`config.mk`:
```
export PLATFORM = sky130hd
export DESIGN_NAME = ffpa_ram
export DESIGN_NICKNAME = d
export VERILOG_FILES = /design/src/ffpa_ram.sv
export SDC_FILE = /design/constraint.sdc
export NUM_CORES = 1
export LEC_CHECK = 0
export BUFFER_PORTS_ARGS = -buffer_cell sky130_fd_sc_hd__buf_2
export CORE_ASPECT_RATIO = 2
export CORE_MARGIN = 4
export CORE_UTILIZATION = 47
export CTS_CLUSTER_DIAMETER = 40
export CTS_CLUSTER_SIZE = 14
export DETAILED_ROUTE_END_ITERATION = 6
export PLACE_DENSITY_LB_ADDON = 0.05
export SYNTH_ARGS = -nofsm -noshare
export SYNTH_HDL_FRONTEND = slang
export SYNTH_SLANG_ARGS = --single-unit
```
`constraint.sdc`:
```
create_clock -name clk -period 1.76 [get_ports clk]
set_clock_uncertainty 0.2 [all_clocks]
set_input_delay 0.176 -clock clk [delete_from_list [all_inputs] [get_ports clk]]
set_output_delay 0.176 -clock clk [all_outputs]
set_load 0.02 [all_outputs]
```
`src/ffpa_ram.sv`:
```
// Generic simple dual-port RAM: one write port, one registered read port.
// No dependencies.
module ffpa_ram #(
	parameter int WIDTH = 8,
	parameter int DEPTH = 16
) (
	input  logic                     clk,
	input  logic                     wr_en,
	input  logic [$clog2(DEPTH)-1:0] wr_addr,
	input  logic [WIDTH-1:0]         wr_data,
	input  logic                     rd_en,
	input  logic [$clog2(DEPTH)-1:0] rd_addr,
	output logic [WIDTH-1:0]         rd_data
);

	logic [WIDTH-1:0] mem [DEPTH];

	always_ff @(posedge clk) begin
		if (wr_en) begin
			mem[wr_addr] <= wr_data;
		end
		if (rd_en) begin
			rd_data <= mem[rd_addr];
		end
	end

endmodule

```
==> summary.md <==
| Metric | Value |
|---|---|
| Status | `complete, no violations` |
| Count of cell types in the netlist | `18` |
| Total wire length | `10.01 mm` |
| Setup Viol. Count Final | `0` |
| Fmax | `0.5852 GHz` |
| Nets | `318` |
| Clk buf depth | `2` |
| Ys flop type | `edfxtp_1` |
| Die Ht | `157.1 um` |
| Async S/R FF share, synth | `0%` |
| CTS root buffer | `clkbuf_16` |
| Cell accounting for the most synthesized area | `edfxtp_1` |
| Number of flops mapped to enable cells by yosys | `136` |
| Largest net degree at the start of global routing | `22` |
| CP arrival | `1.66 ns` |
| Maximum Capacitance Violations | `0` |
| Placed insts | `411` |
| Initial antenna violation count | `0` |
| Number of global-route vias before repair | `2,670` |
| DRC violations left | `0` |
| Post-DP HPWL | `7.046 mm` |
| Worst skew pair latency | `0.41 ns` |
| Core Box Area | `10,880 sq um` |
| Worst-path clk slew | `0.06 ns` |
| Vias post-DR | `2,464` |
| Flops & latches, synth | `136` |
| VDD IR-drop max | `0.8691 mV` |
| Top-count cell post-synth | `edfxtp_1` |
| Fin crit share | `97.09%` |
| Clock Sinks | `136` |
| Crit path max fanout | `1` |
| Syn Inst Count | `229` |
| Worst hold margin | `0.1038 ns` |
| Leak pwr | `2.186 nW` |
| Syn Nets | `248` |
| Synthesized area per cell | `22.83 sq um` |
| Crit path time final | `1.709 ns` |
| H-tree Lvls | `4` |
| Final Max Tran Viols | `0` |
| ANT cells | `0` |
| CTS tree | `built` |
| Overflow after GRT | `0` |
| Initial Util | `48.06%` |
| Total track usage | `17.65%` |
| Warnings, synthesis | `0` |
| CTS Buf Count | `17` |
| Main area contributors after synthesis | `edfxtp_1 78%, mux4_2 7.8%, mux4_1 7.0%` |
| Share of layout cells above drive strength 1 | `32.05%` |
| # IOs | `27` |
| Worst Max-Slew Pin Slew | `0.6965 ns` |
| Placer Congestion | `0.7111` |
| Synth cell count leaders | `136 x edfxtp_1, 18 x mux4_2, 16 x a22oi_1, 14 x mux4_1, 13 x nor2_1` |
| CP Capture Type | `flop` |
| Post-CTS Setup Bufs | `0` |
| Worst hold path class | `input pin to flop` |
| Cell area after layout | `6374 sq um` |
| Power density cells | `1178 nW/um^2` |
| Routed wire length per instance | `22.14 um` |
| RSZ-0062 raised after global routing | `false` |
| Die area | `12,980 sq um` |
| CP required | `1.71 ns` |
| Mapped Area | `5228 sq um` |
| Hold-fix buffers, CTS | `9` |
| Seq/Total Area, Yosys | `78.12%` |
| Final ANT Viol Nets | `0` |
| Cts repair resizes | `0` |
| Final hold viol count | `0` |
| Die width | `82.58 um` |
| Port Buffers | `26` |
| FP Rows | `54` |
| Layout area overhead | `21.92%` |
| DRT Pass-1 Iters | `5` |
| Starting DRC count in detailed routing | `177` |
| Post-detailed-route via-to-cell ratio | `5.451` |
| Worst setup path class | `flop to flop` |
| Placed cell areas | `5697 sq um` |
| Rel. slew slack | `53.47%` |
| Crit start category | `flop` |
| Synth top area share | `78.12%` |
| Final Util | `58.59%` |
| First-pass GRT wire length | `15.64 mm` |
| Final Non-Filler Cells | `452` |
## cell families (layout without fill, tap and decap cells)
logic type             after synthesis  in the layout  share of synthesized area, %
AOI/OAI and AO/OA                   16             16                         2.298
buffers and inverters               10             93                         1.651
DFF                                136            136                         78.12
muxes                               32             32                         14.79
and+or+nand+nor                     35             35                         3.136
## sequential cells by signal (all words and copies together), names as in the netlist
name and count:
mem 128, rd_data 8
## path summary, 6_finish.rpt
| path | from | endpoint | slack, ns | depth (start not counted) |
|---|---|---|---|---|
| setup / recovery | mem[1][0]$_DFFE_PP_ | rd_data[0]$_DFFE_PP_ | 0.05 | 3 |
| hold / removal | wr_addr[0] | mem[0][3]$_DFFE_PP_ | 0.10 | 3 |
| setup reg to reg | mem[1][0]$_DFFE_PP_ | rd_data[0]$_DFFE_PP_ | 0.05 | 3 |
| hold reg to reg | mem[13][3]$_DFFE_PP_ | rd_data[3]$_DFFE_PP_ | 0.55 | 3 |
## worst max-delay path, stage by stage, from the launching register on
cell and delay, ns:
edfxtp_1 0.35, mux4_1 0.52, a22oi_1 0.26, nand2_1 0.11
## stage by stage
stage | TNS (ns) | power, mW | setup slack [ns]
after detailed placement | -1.121 | 4.102 | -0.2205
final | 0 | 7.511 | 0.05127
after global routing | 0 | 7.744 | 0.02934
after CTS | 0 | 7.556 | 0.07252
after floorplan | 0 | 3.935 | 0.1016
after global placement | -1.010 | 4.095 | -0.2040
## placed cells by master (no fill, tap or decap), types with 3 or more instances in the layout
master         count
buf_12             4
nor3_1             3
edfxtp_1         136
mux4_1            14
buf_2             26
clkinv_2           3
clkinv_1           3
clkbuf_16         17
nand2_1            9
dlygate4sd3_1      9
a22oi_1           16
clkinv_4           3
mux4_2            18
bufinv_16          3
nor2_1            13
buf_4             22
## power by group
group	total [mW]	switching (mW)	internal [mW]
sequential	3.67	0.0174	3.65
combinational	0.374	0.207	0.167
clock	3.47	1.26	2.21
total	7.51	1.49	6.02
## metal layers
metal,vias up,GRT usage [%],part of all wire [%]
met3,10,4.410,2.9
met1,1285,20.07,37
met4,0,6.781,1.5
met2,48,31.16,59
met5,-,0,0
li1,1121,-,-
## layout make-up
class,instances,area (sq um)
Fill cell,786,4504
Sequential cell,136,4084
Timing Repair Buffer,61,465.4
Clock inverter,14,157.7
Tap cell,140,175.2
Multi-Input combinational cell,83,1062
Clock buffer,18,429.2
Power figures use the tool's default switching activity.
