**config.mk**
```make
export PLATFORM = sky130hd
export DESIGN_NAME = ffpa_alu
export DESIGN_NICKNAME = d
export VERILOG_FILES = /design/src/ffpa_pkg.sv /design/src/ffpa_alu.sv
export SDC_FILE = /design/constraint.sdc
export NUM_CORES = 1
export LEC_CHECK = 0
export BUFFER_PORTS_ARGS = -buffer_cell sky130_fd_sc_hd__buf_4
export CORE_MARGIN = 4
export CORE_UTILIZATION = 44
export DETAILED_ROUTE_END_ITERATION = 10
export GPL_ROUTABILITY_DRIVEN = 1
export PLACE_DENSITY = 0.81
export SLEW_MARGIN = 10
export SYNTH_ARGS = -nofsm -noshare
export SYNTH_HDL_FRONTEND = slang
export SYNTH_SLANG_ARGS = --single-unit
```
**constraint.sdc**
```tcl
create_clock -name vclk -period 3.12
set_input_delay 0.624 -clock vclk [all_inputs]
set_output_delay 0.624 -clock vclk [all_outputs]
set_load 0.05 [all_outputs]
```
**src/ffpa_pkg.sv**
```systemverilog
// Shared types and constants for the first-fit pool allocator.
// No dependencies; imported by ffpa_alu, the allocator and the bench.
package ffpa_pkg;

	localparam int POOL_BYTES   = 1024;
	localparam int HEADER_BYTES = 24;

	localparam int REQ_W  = 11;
	localparam int OFF_W  = 10;
	localparam int POS_W  = $clog2(POOL_BYTES);
	localparam int SZ_W   = $clog2(POOL_BYTES);
	localparam int CALC_W = ((POS_W > REQ_W) ? POS_W : REQ_W) + 2;

	localparam logic [CALC_W-1:0] HDR_C  = CALC_W'(HEADER_BYTES);
	localparam logic [CALC_W-1:0] POOL_C = CALC_W'(POOL_BYTES);

	localparam logic ACT_ALLOC   = 1'b0;
	localparam logic ACT_RELEASE = 1'b1;
	localparam logic ST_DONE     = 1'b0;
	localparam logic ST_NOSPACE  = 1'b1;

	typedef struct packed {
		logic             action;
		logic [REQ_W-1:0] request_size;
		logic [OFF_W-1:0] release_offset;
	} req_t;

	typedef struct packed {
		logic             status;
		logic [OFF_W-1:0] granted_offset;
		logic             was_split;
	} rsp_t;

	typedef struct packed {
		logic            free;
		logic [SZ_W-1:0] size;
	} hdr_t;

	localparam int HDR_W = $bits(hdr_t);

	localparam hdr_t RST_HDR = '{free: 1'b1, size: SZ_W'(POOL_BYTES - HEADER_BYTES)};

	// Operands for the shared adder/compare unit.
	typedef struct packed {
		logic [CALC_W-1:0] a1;
		logic [CALC_W-1:0] b1;
		logic [CALC_W-1:0] a2;
		logic [CALC_W-1:0] b2;
		logic [CALC_W-1:0] c;
		logic [CALC_W-1:0] d;
	} alu_in_t;

	typedef struct packed {
		logic [CALC_W-1:0] s1;
		logic [CALC_W-1:0] s2;
		logic signed [CALC_W:0] diff;
		logic              ge;
	} alu_out_t;

endpackage

```
**src/ffpa_alu.sv**
```systemverilog
// Shared arithmetic unit: two header-offset adders and a fit/remainder compare.
// Depends on ffpa_pkg.
module ffpa_alu (
	input  ffpa_pkg::alu_in_t  op,
	output ffpa_pkg::alu_out_t res
);
	import ffpa_pkg::*;

	// Sums include one header; diff is the remainder after a split.
	always_comb begin
		res.s1   = op.a1 + op.b1 + HDR_C;
		res.s2   = op.a2 + op.b2 + HDR_C;
		res.diff = $signed({1'b0, op.c}) - $signed({1'b0, op.d}) - $signed({1'b0, HDR_C});
		res.ge   = (op.c >= op.d);
	end

endmodule

```
==> flow_metrics.env <==
export IMPL_max_freq_mhz=291
export IMPL_core_area_um2=5140
export IMPL_outcome="finished, violations left"
export IMPL_number_of_distinct_standard_cells_referenced_by_the_synthesized_netlist=39
export IMPL_count_of_antenna_violating_nets_left_after_detailed_routing=0
export IMPL_synth_warning_count=0
export IMPL_synth_top_cell_area_share_pct=42.7
export IMPL_area_growth_synth_to_finish_pct=105
export IMPL_vdd_ir_drop_max_mv=0.326
export IMPL_synth_area_per_cell_um2=7.81
export IMPL_hold_crit_path_type="in -> out"
export IMPL_worst_path_dominant_cell_family="compound AO/OA/AOI/OAI gates"
export IMPL_clock_buffers=0
export IMPL_wire_length_reported_by_the_detailed_router_um=11800
export IMPL_layout_core_utilization_pct=93.4
export IMPL_register_area_um2=0
export IMPL_insertedDiodeCount=0
export IMPL_number_of_vias_per_cell_after_detailed_routing=5.61
export IMPL_summed_instance_area_of_the_synthesized_netlist_um2=2340
export IMPL_placement_rows=26
export IMPL_holdBufCountCts=0
export IMPL_finalCriticalPeriod_ps=3440
export IMPL_die_footprint_um2=6550
export IMPL_fp_dieW_um=81.0
export IMPL_numPortBuffers=119
export IMPL_finalWeightedCongestion=0.846
export IMPL_path_max_fanout=2
export IMPL_dp_slack_ps=-470
export IMPL_cap_violations=0
export IMPL_gr_usage_all_layers_pct=28.2
export IMPL_grt_max_degree=6
export IMPL_synth_nets=462
export IMPL_post_synth_inst_count=300
export IMPL_dp_cells=547
export IMPL_finalMaxSlewViolations=0
export IMPL_req_time_crit_path_ps=2500
export IMPL_final_cells=562
export IMPL_setup_viol_count_final=12
export IMPL_timing_worst_setup_path_type="in -> out"
export IMPL_slowest_delay_ps=370
export IMPL_drt_wirelength_per_cell_um=21.0
export IMPL_finalHoldViolCount=0
export IMPL_final_layout_size_suffix_gt1_share_pct=61.6
export IMPL_cp_data_arrival_time_ps=2820
export IMPL_via_count=3151
export IMPL_fp_dieH_um=81.0
export IMPL_global_route_overflow_total=0
export IMPL_design_seq_count=0
export IMPL_worstSetupStartpointType="input pin"
export IMPL_vias_in_the_first_global_route=3289
export IMPL_first_pass_detailed_route_iteration_total=4
export IMPL_grt_first_pass_wirelength_um=14800
export IMPL_relSlewSlack_pct=68.9
export IMPL_post_route_cell_area_um2=4800
export IMPL_place_area_um2=4050
export IMPL_grt_setup_unrepaired="yes"
export IMPL_crit_slowest_cell="sky130_fd_sc_hd__a221o_1"
export IMPL_violations="setup timing"
export IMPL_crit_chain="buf_4, inv_1, ha_1, inv_1, ha_1, a2111oi_4, a2bb2oi_2, a221o_1, a21oi_4, xor2_4, buf_6"
export IMPL_design_portCount=119
export IMPL_drc_errors=0
export IMPL_final_min_period_over_clock_period_pct=110
export IMPL_setup_worst_path_end_class="primary output"
export IMPL_whs_path_depth=3
export IMPL_power_density_cell_area_nw_per_um2=414
export IMPL_fin_ws_ps=-319
export IMPL_drt_iter0_markers=114
export IMPL_synth_top_area_cell="sky130_fd_sc_hd__ha_1"
export IMPL_setup_tns_final_ps=-1290
export IMPL_leakage_nw=2.46
export IMPL_timing_worst_slew_pin_value_ps=463
export IMPL_hpwlAfterDp_um=6310
export IMPL_cp_num_cells=11
export IMPL_sequential_to_total_area_share_from_yosys_stat_pct=0
export IMPL_ys_top_cells_by_area="sky130_fd_sc_hd__ha_1, sky130_fd_sc_hd__inv_1, sky130_fd_sc_hd__xnor2_1, sky130_fd_sc_hd__a21oi_1, sky130_fd_sc_hd__a21o_1"
export IMPL_number_of_nets_in_the_layout=656
export IMPL_floorplan_initialDensity_pct=45.6
export IMPL_worst_path_buf_inv=4
export IMPL_initial_antenna_violation_count=0
## through the flow
step           total power, mW  hold slack [ps]
2_1_floorplan             1.12             1560
3_3_place_gp              1.60             1620
3_5_place_dp              1.63             1620
4_1_cts                   1.80             1640
5_1_grt                   2.08             1650
6_report                  1.99             1650
## where the power goes
part           switching (mW)  total (mW)  internal [mW]
registers                   0           0              0
clock network               0           0              0
logic                    1.15        1.99          0.836
total                    1.15        1.99          0.836
## worst paths after layout
| path | start | end |
|---|---|---|
| setup / recovery | op[5] | res[14] |
| hold / removal | op[65] | res[28] |
## routing by layer
| layer | vias to the layer above | wire length [µm] | GRT usage, % |
|---|---|---|---|
| met5 | - | 0 | 0 |
| met4 | 0 | 953 | 9.63 |
| met3 | 74 | 721 | 2.00 |
| met2 | 195 | 6400 | 60.7 |
| met1 | 1480 | 3750 | 27.1 |
| li1 | 1402 | - | - |
## area by class of cell
cell class         count  area (µm²)
well taps             70        87.6
repair buffers       192        1530
inverters             67         262
multi-input cells    233        2930
fillers              168         338
## synthesized netlist by cell type, drive strengths merged (2+ instances only)
cell type	instances
ha	80
inv	67
a21oi	24
xnor2	21
a21o	14
nor2	11
xor2	11
nand2	10
o21ai	10
o21a	8
nor3	5
fa	4
nand2b	4
nand3	3
nor2b	3
o2111ai	3
and3	2
o21bai	2
o31ai	2
or3	2
## what timing repair did
action / CTS / global route
endpoints found under the hold margin: 0 / 0
pin swaps: 44 / 35
setup buffers: 6 / 9
endpoints found under the setup margin: 16 / 17
resized for setup: 80 / 36
## layout by cell type, fill, tap and decap left out, types with 3 or more instances in the layout
cell type and instances:
sky130_fd_sc_hd__xor2_1 7, sky130_fd_sc_hd__ha_4 29, sky130_fd_sc_hd__o21ai_2 5, sky130_fd_sc_hd__o21a_1 7, sky130_fd_sc_hd__xnor2_4 8, sky130_fd_sc_hd__inv_1 50, sky130_fd_sc_hd__a21oi_1 10, sky130_fd_sc_hd__a21o_1 13
sky130_fd_sc_hd__nand2_1 8, sky130_fd_sc_hd__fa_2 3, sky130_fd_sc_hd__buf_4 169, sky130_fd_sc_hd__ha_1 48, sky130_fd_sc_hd__buf_6 23, sky130_fd_sc_hd__nor2_1 11, sky130_fd_sc_hd__a21oi_4 6, sky130_fd_sc_hd__nor3_1 4
sky130_fd_sc_hd__ha_2 3, sky130_fd_sc_hd__xnor2_1 10, sky130_fd_sc_hd__o21ai_0 5, sky130_fd_sc_hd__inv_4 4, sky130_fd_sc_hd__xnor2_2 3, sky130_fd_sc_hd__a21oi_2 8, sky130_fd_sc_hd__nand2b_1 3, sky130_fd_sc_hd__o2111ai_2 3
sky130_fd_sc_hd__inv_2 13
## cells by family after synthesis
logic type,synth area share [%]
AO/OA/AOI/OAI,22.6
adder cells (fa/ha/maj),46.2
AND/OR/NAND/NOR,8.55
XOR/XNOR,12.0
buffers and inverters,10.7
(Power assumes the default switching activity.)
